## config.mk

```make
export PLATFORM = sky130hd
export DESIGN_NAME = psrb_row_mem
export DESIGN_NICKNAME = d
export VERILOG_FILES = /design/src/rtl/core/psrb_row_mem.sv
export SDC_FILE = /design/constraint.sdc
export NUM_CORES = 1
export LEC_CHECK = 0
export BUFFER_PORTS_ARGS = -buffer_cell sky130_fd_sc_hd__buf_2
export CAP_MARGIN = 10
export CELL_PAD_IN_SITES_DETAIL_PLACEMENT = 1
export CELL_PAD_IN_SITES_GLOBAL_PLACEMENT = 2
export CORE_UTILIZATION = 46
export DETAILED_ROUTE_END_ITERATION = 12
export HOLD_SLACK_MARGIN = 0.08
export PLACE_DENSITY_LB_ADDON = 0.25
export SETUP_SLACK_MARGIN = 0.3
export SLEW_MARGIN = 20
export SYNTH_ARGS = -nofsm -noshare
export SYNTH_HDL_FRONTEND = slang
export SYNTH_SLANG_ARGS = --single-unit
```

## constraint.sdc

```tcl
create_clock -name clk -period 1.4 [get_ports clk]
set_input_delay 0.28 -clock clk [delete_from_list [all_inputs] [get_ports clk]]
set_output_delay 0.28 -clock clk [all_outputs]
set_load 0.03 [all_outputs]
```

## src/rtl/core/psrb_row_mem.sv

```systemverilog
// Per-source row store: expected tag, window head and held mask.
// Synchronous memory with a registered read; rows read as zero until written.
// Depends on nothing.
module psrb_row_mem #(
    parameter int SOURCES = 16,
    parameter int SRC_W   = 4,
    parameter int ROW_W   = 36
) (
    input  logic             clk,
    input  logic             rst_n,
    input  logic             rd_en,
    input  logic [SRC_W-1:0] rd_addr,
    output logic [ROW_W-1:0] rd_data,
    input  logic             wr_en,
    input  logic [SRC_W-1:0] wr_addr,
    input  logic [ROW_W-1:0] wr_data
);

    logic [ROW_W-1:0] mem [SOURCES];
    logic             written_reg [SOURCES];
    logic [ROW_W-1:0] rd_data_reg;
    logic             rd_written_reg;

    // Write the row storage
    always_ff @(posedge clk)
    begin
        if (wr_en)
        begin
            mem[wr_addr] <= wr_data;
        end
    end

    // Mark rows as written; reset clears every mark at once
    always_ff @(posedge clk or negedge rst_n)
    begin
        if (!rst_n)
        begin
            for (int i = 0; i < SOURCES; i++)
            begin
                written_reg[i] <= 1'b0;
            end
        end
        else if (wr_en)
        begin
            written_reg[wr_addr] <= 1'b1;
        end
    end

    // Register the read data
    always_ff @(posedge clk or negedge rst_n)
    begin
        if (!rst_n)
        begin
            rd_written_reg <= 1'b0;
        end
        else if (rd_en)
        begin
            rd_written_reg <= written_reg[rd_addr];
        end
    end

    always_ff @(posedge clk)
    begin
        if (rd_en)
        begin
            rd_data_reg <= mem[rd_addr];
        end
    end

    // Unwritten rows read as their reset value
    assign rd_data = rd_written_reg ? rd_data_reg : '0;

endmodule

```

==> results of run 1 <==
-- routing by layer --
metal  global-route usage (%)  up-vias  share of wire [%]
li1                         -     4592                  -
met1                     30.7     6032                 43
met2                     35.8      335                 50
met3                     4.46       85                5.2
met4                     6.02        4                2.1
met5                        0        -              0.049
-- area by class of cell --
type / instances / share of cell area, %
clock buffer: 81 / 6.03
clock inverter: 34 / 1.02
timing repair buffer: 253 / 9.91
multi-input combinational: 263 / 16.5
sequential: 629 / 63.7
tap: 680 / 2.88
-- what timing repair did --
action | in CTS | in global routing
setup endpoints to repair | 117 | 250
gates resized for setup | 61 | 30
pin swaps | 3 | 6
setup buffers | 5 | 9
cloned | 5 | 2
hold buffers | 37 | 0
hold endpoints to repair | 593 | 0
-- critical path, delay by kind of cell (launching register included) --
family	cells	cell delay (ps)
flops	1	470
buf+inv	2	340
simple gates	1	170
-- power breakdown --
group | switching (W) | internal (W) | leakage, nW
clock | 0.00698 | 0.00997 | 1.03
combinational | 0.00188 | 0.00178 | 2.95
sequential | 0.000194 | 0.0212 | 5.73
-- cell families after synthesis --
family,Yosys count
buf+inv,44
flops,629
mux,188
simple gates,75
-- worst max path at each step --
stage	startpoint	end	slack [ps]	depth (start not counted)
after CTS	rd_written_reg$_DFFE_PN0P_	rd_data[32]	-520	3
after detailed placement	rd_addr[0]	rd_data_reg[22]$_DFFE_PP_	-670	5
after global routing	rd_written_reg$_DFFE_PN0P_	rd_data[28]	-510	3
after global placement	rd_addr[0]	rd_data_reg[1]$_DFFE_PP_	-620	5
final	rd_written_reg$_DFFE_PN0P_	rd_data[32]	-450	3
after floorplan	wr_addr[3]	mem[0][0]$_DFFE_PP_	-690	2
-- synth_stat cells --
cell type	number	area, um^2
buf_2	7	35.0
mux2i_1	3	30.0
clkbuf_1	12	45.0
or3b_2	1	8.76
mux4_1	91	2390
nor3_1	4	20.0
buf_1	9	33.8
nand2b_1	2	12.5
dfrtp_1	17	425
buf_12	3	60.1
buf_6	13	146
nand3_1	1	5.00
nand3b_1	2	15.0
mux4_2	93	2090
edfxtp_1	612	18400
nand2_1	1	3.75
mux2_2	1	11.3
nor2_1	12	45.0
and2_1	36	225
or2_2	16	100
-- metrics by stage --
| stage | area [um^2] | cells | worst slack, ps | total power [W] |
|---|---|---|---|---|
| final | 29500 | 1940 | -452 | 0.0420 |
| after global routing | 29500 | 1940 | -506 | 0.0432 |
| after CTS | 29300 | 1929 | -520 | 0.0423 |
| after detailed placement | 26500 | 1767 | -672 | 0.0251 |
| after global placement | 26500 | 1767 | -623 | 0.0250 |
| after floorplan | 24100 | 936 | -694 | 0.0237 |
==> metrics.yaml, run 1 <==
synth_mux_area_share_pct: 18.8
avgRoutedWirePerCell_um: 29.4
crit_path_end_kind: "output port"
place_congestion: 0.728
final_common_cell: "edfxtp_1"
area.sequential_um2: 18800
synth_fa_ha_area_share_pct: 0
reg2regPathDepth: 2
cts-root-buf: "clkbuf_16"
fp.dieH_um: 231
hpwl_mm: 33.4
cp-start-kind: "register"
drive_gt1_share_pct: 44.8
grt_max_degree: 39
portBuffers: 83
holdPathEnd: "rd_data_reg[30]$_DFFE_PP_"
seq_area_frac_synth_pct: 78.1
num_vias: 11000
synth_compound_area_share_pct: 0
largest_register_ffs: 576
design.die.area_um2: 53300
vdd_ir_drop_max_uv: 1140
first_pass_iters: 4
grt_pass1_vias: 12000
powerDensity_nw_per_um2: 1420
crit_chain: "buf_6 -> and2_2 -> buf_2"
final.setup.worst_slack_ps: -452
clockBufferDepth: 3
synth-simple-area-share_pct: 1.81
final.setup_skew_ps: 17.7
grt_usage_pct: 22.1
setup_viol: 73
cts.sinks: 629
cts_tree: "done"
num_rows: 83
final_cell_mix: "612 x edfxtp_1, 182 x mux4_2, 71 x clkbuf_16"
maxCapViolations: 0
fillers: 4287
grt_setup_unrepaired: "true"
vias_per_cell: 5.69
path_max_fanout: 10
insertedDiodeCount: 0
synth-xor-area-share_pct: 0
crit_type: "register to output port"
clk-insertion-delay-late_ps: 600
initial_utilization_pct: 46.8
p_leak_nw: 9.71
ios: 84
drcViolationCount: 0
cts_max_level: 3
avgSynthCellArea_um2: 25.7
grt_antenna_before_repair: 2
outcome: "finished with violations"
syn_area_um2: 24100
hold_path.class: "input pin to register"
reg2reg_to: "rd_data_reg[4]$_DFFE_PP_"
antenna_left: 0
ys_types: 20
mappedNetlistNets: 984
required_ps: 1120
worst_pin_slew_ps: 419
netlist_instances: 936
die_width_um: 231
area_delta_synth_final_pct: 22.6
fmax_mhz: 540
fin_crit_sh_pct: 132
drt_wl_total_mm: 57.0
numCtsBuffers: 67
fin_util_pct: 57.3
coreArea_um2: 51500
worstPathArrival_ps: 1570
hold_violations: 0
holdCritStartpoint: "rd_en"
setup_tns_ps: -21860
violations: "setup timing"
synth_top_family_by_area: "multiplexers"
min_path_cells: 1
finalNetCount: 1262
yosys_warnings: 0
slew_viol_final: 0
reg2reg_from: "mem[3][4]$_DFFE_PP_"
ff2ff_setup_slack_ps: -240
max_stage_delay_ps: 470
clk_pin_slew_ps: 60
holdWs_ps: 140
relSlewSlack_pct: 72.1
drt_iter0_drc: 1017
grt_pass1_wl_mm: 82.5
ys_ff_latch: 629
period_needed_ps: 1850
grt_overflow: 0
cp_slowest_cell: "dfrtp_2"
multiInputGateArea_um2: 4860
Note: power is estimated with default switching activity, not from simulation.
==> run 2: changes to the inputs <==
Clock period 1.4 ns to 1.59 ns, I/O delays scaled along.
==> run 2 against run 1 <==
Net effect: the run still ends with setup timing left; flip-flop and latch count unchanged; die area unchanged; power down 13%; via count down 3.5%; utilization down 1.6 points; register-to-register slack better by 200 ps; global-route usage down 1.1 points; highest routed layer unchanged; clock skew up 2.4 ps; routed wire length down 6.2%; cell area down 2.8%.
==> metrics.yaml, run 2 (synthesized netlist as in run 1, its figures left out) <==
outcome: "finished with violations"
drive_gt1_share_pct: 41.3
cts_max_level: 3
cts-root-buf: "clkbuf_16"
internal-power_w: 0.0286
setup_viol: 47
path_max_fanout: 8
final.setup_skew_ps: 20.0
reg2reg_from: "mem[15][3]$_DFFE_PP_"
vias_per_cell: 5.66
final_cell_area_um2: 28700
portBuffers: 83
crit_path_end_kind: "output port"
crit_chain: "buf_12 -> clkbuf_16 -> and2_4 -> buf_6"
cts_tree: "done"
maxCapViolations: 0
holdWs_ps: 103
grt_overflow: 0
design.die.area_um2: 53300
worstPathArrival_ps: 1620
worst_pin_slew_ps: 553
largest_register_ffs: 576
seqPwrFrac_pct: 51.4
powerDensity_nw_per_um2: 1280
place_congestion: 0.723
grt_antenna_before_repair: 3
final_cell_mix: "612 x edfxtp_1, 180 x mux4_2, 68 x clkbuf_16"
reg2reg_to: "rd_data_reg[3]$_DFFE_PP_"
slew_viol_final: 0
hold_violations: 0
finalNetCount: 1204
drt_wl_total_mm: 53.5
num_vias: 10700
max_stage_delay_ps: 410
area_delta_synth_final_pct: 19.2
grt_pass1_wl_mm: 79.0
hpwl_mm: 31.5
holdPathEnd: "mem[3][9]$_DFFE_PP_"
setup_tns_ps: -11390
drt_iter0_drc: 859
ios: 84
first_pass_iters: 5
p_clk_share_pct: 39.6
grt_setup_unrepaired: "true"
vdd_ir_drop_max_uv: 985
initial_utilization_pct: 46.8
clk_pin_slew_ps: 60
p_leak_nw: 9.30
fin_util_pct: 55.7
ff2ff_setup_slack_ps: -40
fp.dieH_um: 231
clk-insertion-delay-late_ps: 600
num_rows: 83
reg2regPathDepth: 2
holdCritStartpoint: "wr_data[9]"
relSlewSlack_pct: 63.1
cp-start-kind: "register"
antenna_left: 0
p_comb_share_pct: 9.0
grt_usage_pct: 20.9
hold_path.class: "input pin to register"
cts.sinks: 629
fmax_mhz: 516
grt_pass1_vias: 11700
avgRoutedWirePerCell_um: 28.4
required_ps: 1270
p_sw_w: 0.00805
cp_slowest_cell: "dfrtp_2"
swShare_pct: 21.9
final.setup.worst_slack_ps: -347
crit_type: "register to output port"
violations: "setup timing"
coreArea_um2: 51500
min_path_cells: 1
numCtsBuffers: 67
clockBufferDepth: 3
die_width_um: 231
final_common_cell: "edfxtp_1"
dpl_cell_area_um2: 26100
grt_max_degree: 41
drcViolationCount: 0
period_needed_ps: 1940
fin_crit_sh_pct: 122
==> run 2: changes by cell type in the layout (fill, tap and decap cells not counted), moves of 10 or more <==
cell,before,now
dlygate4sd3_1,37,21
and2_1,6,19
buf_12,60,47
and2_2,12,1
buf_2,55,44
buf_4,55,45
==> run 2: layout make-up <==
cell class	count	area [um^2]
diodes	1	2.50
fillers	4317	22800
flip-flops and latches	629	18800
clock buffers	84	1750
well taps	680	851
multi-input cells	263	4850
repair buffers	195	2170
clock inverters	34	270
==> run 2: metrics by stage <==
step / total power (W) / setup slack, ps / instances
floorplan: 0.0208 / -542 / 936
global placement: 0.0219 / -484 / 1742
detailed placement: 0.0220 / -517 / 1742
CTS: 0.0369 / -385 / 1884
global route: 0.0377 / -389 / 1886
finish: 0.0367 / -347 / 1886
==> run 2: how the worst max path moves through the flow <==
stage                                           from  slack, ps  cells after the start                        end
final                     rd_written_reg$_DFFE_PN0P_       -350                      4                 rd_data[4]
after global routing      rd_written_reg$_DFFE_PN0P_       -390                      4                 rd_data[4]
after CTS                 rd_written_reg$_DFFE_PN0P_       -380                      4                rd_data[29]
after detailed placement                  rd_addr[0]       -520                      4   rd_data_reg[2]$_DFFE_PP_
after global placement                    rd_addr[0]       -480                      4  rd_data_reg[16]$_DFFE_PP_
after floorplan                           wr_addr[3]       -540                      2        mem[0][0]$_DFFE_PP_
==> run 2: critical path, delay by kind of cell, from the launching register on <==
family | cells | cell delay, ps
buf+inv | 3 | 460
flops | 1 | 410
simple gates | 1 | 150
==> run 2: timing repair <==
action	4_1_cts	5_1_grt
setup buffers	2	0
hold endpoints to repair	207	0
cloned	1	1
pin swaps	0	1
setup endpoints to repair	73	73
resized for setup	72	20
hold buffers	21	0
==> run 2: metal layers <==
metal	GRT usage [%]	part of all wire (%)	up-vias
met5	0	0.024	-
met4	5.92	2.2	2
met3	3.66	4.3	88
met2	35.2	51	261
met1	28.2	43	5838
li1	-	-	4477
==> run 2: power by group through the flow <==
stage / registers, W / logic, W / clock network [W]
2_1_floorplan: 0.0191 / 0.00169 / 0
3_3_place_gp: 0.0192 / 0.00269 / 0
3_5_place_dp: 0.0192 / 0.00275 / 0
4_1_cts: 0.0188 / 0.00321 / 0.0148
5_1_grt: 0.0189 / 0.00349 / 0.0154
6_report: 0.0188 / 0.00330 / 0.0145
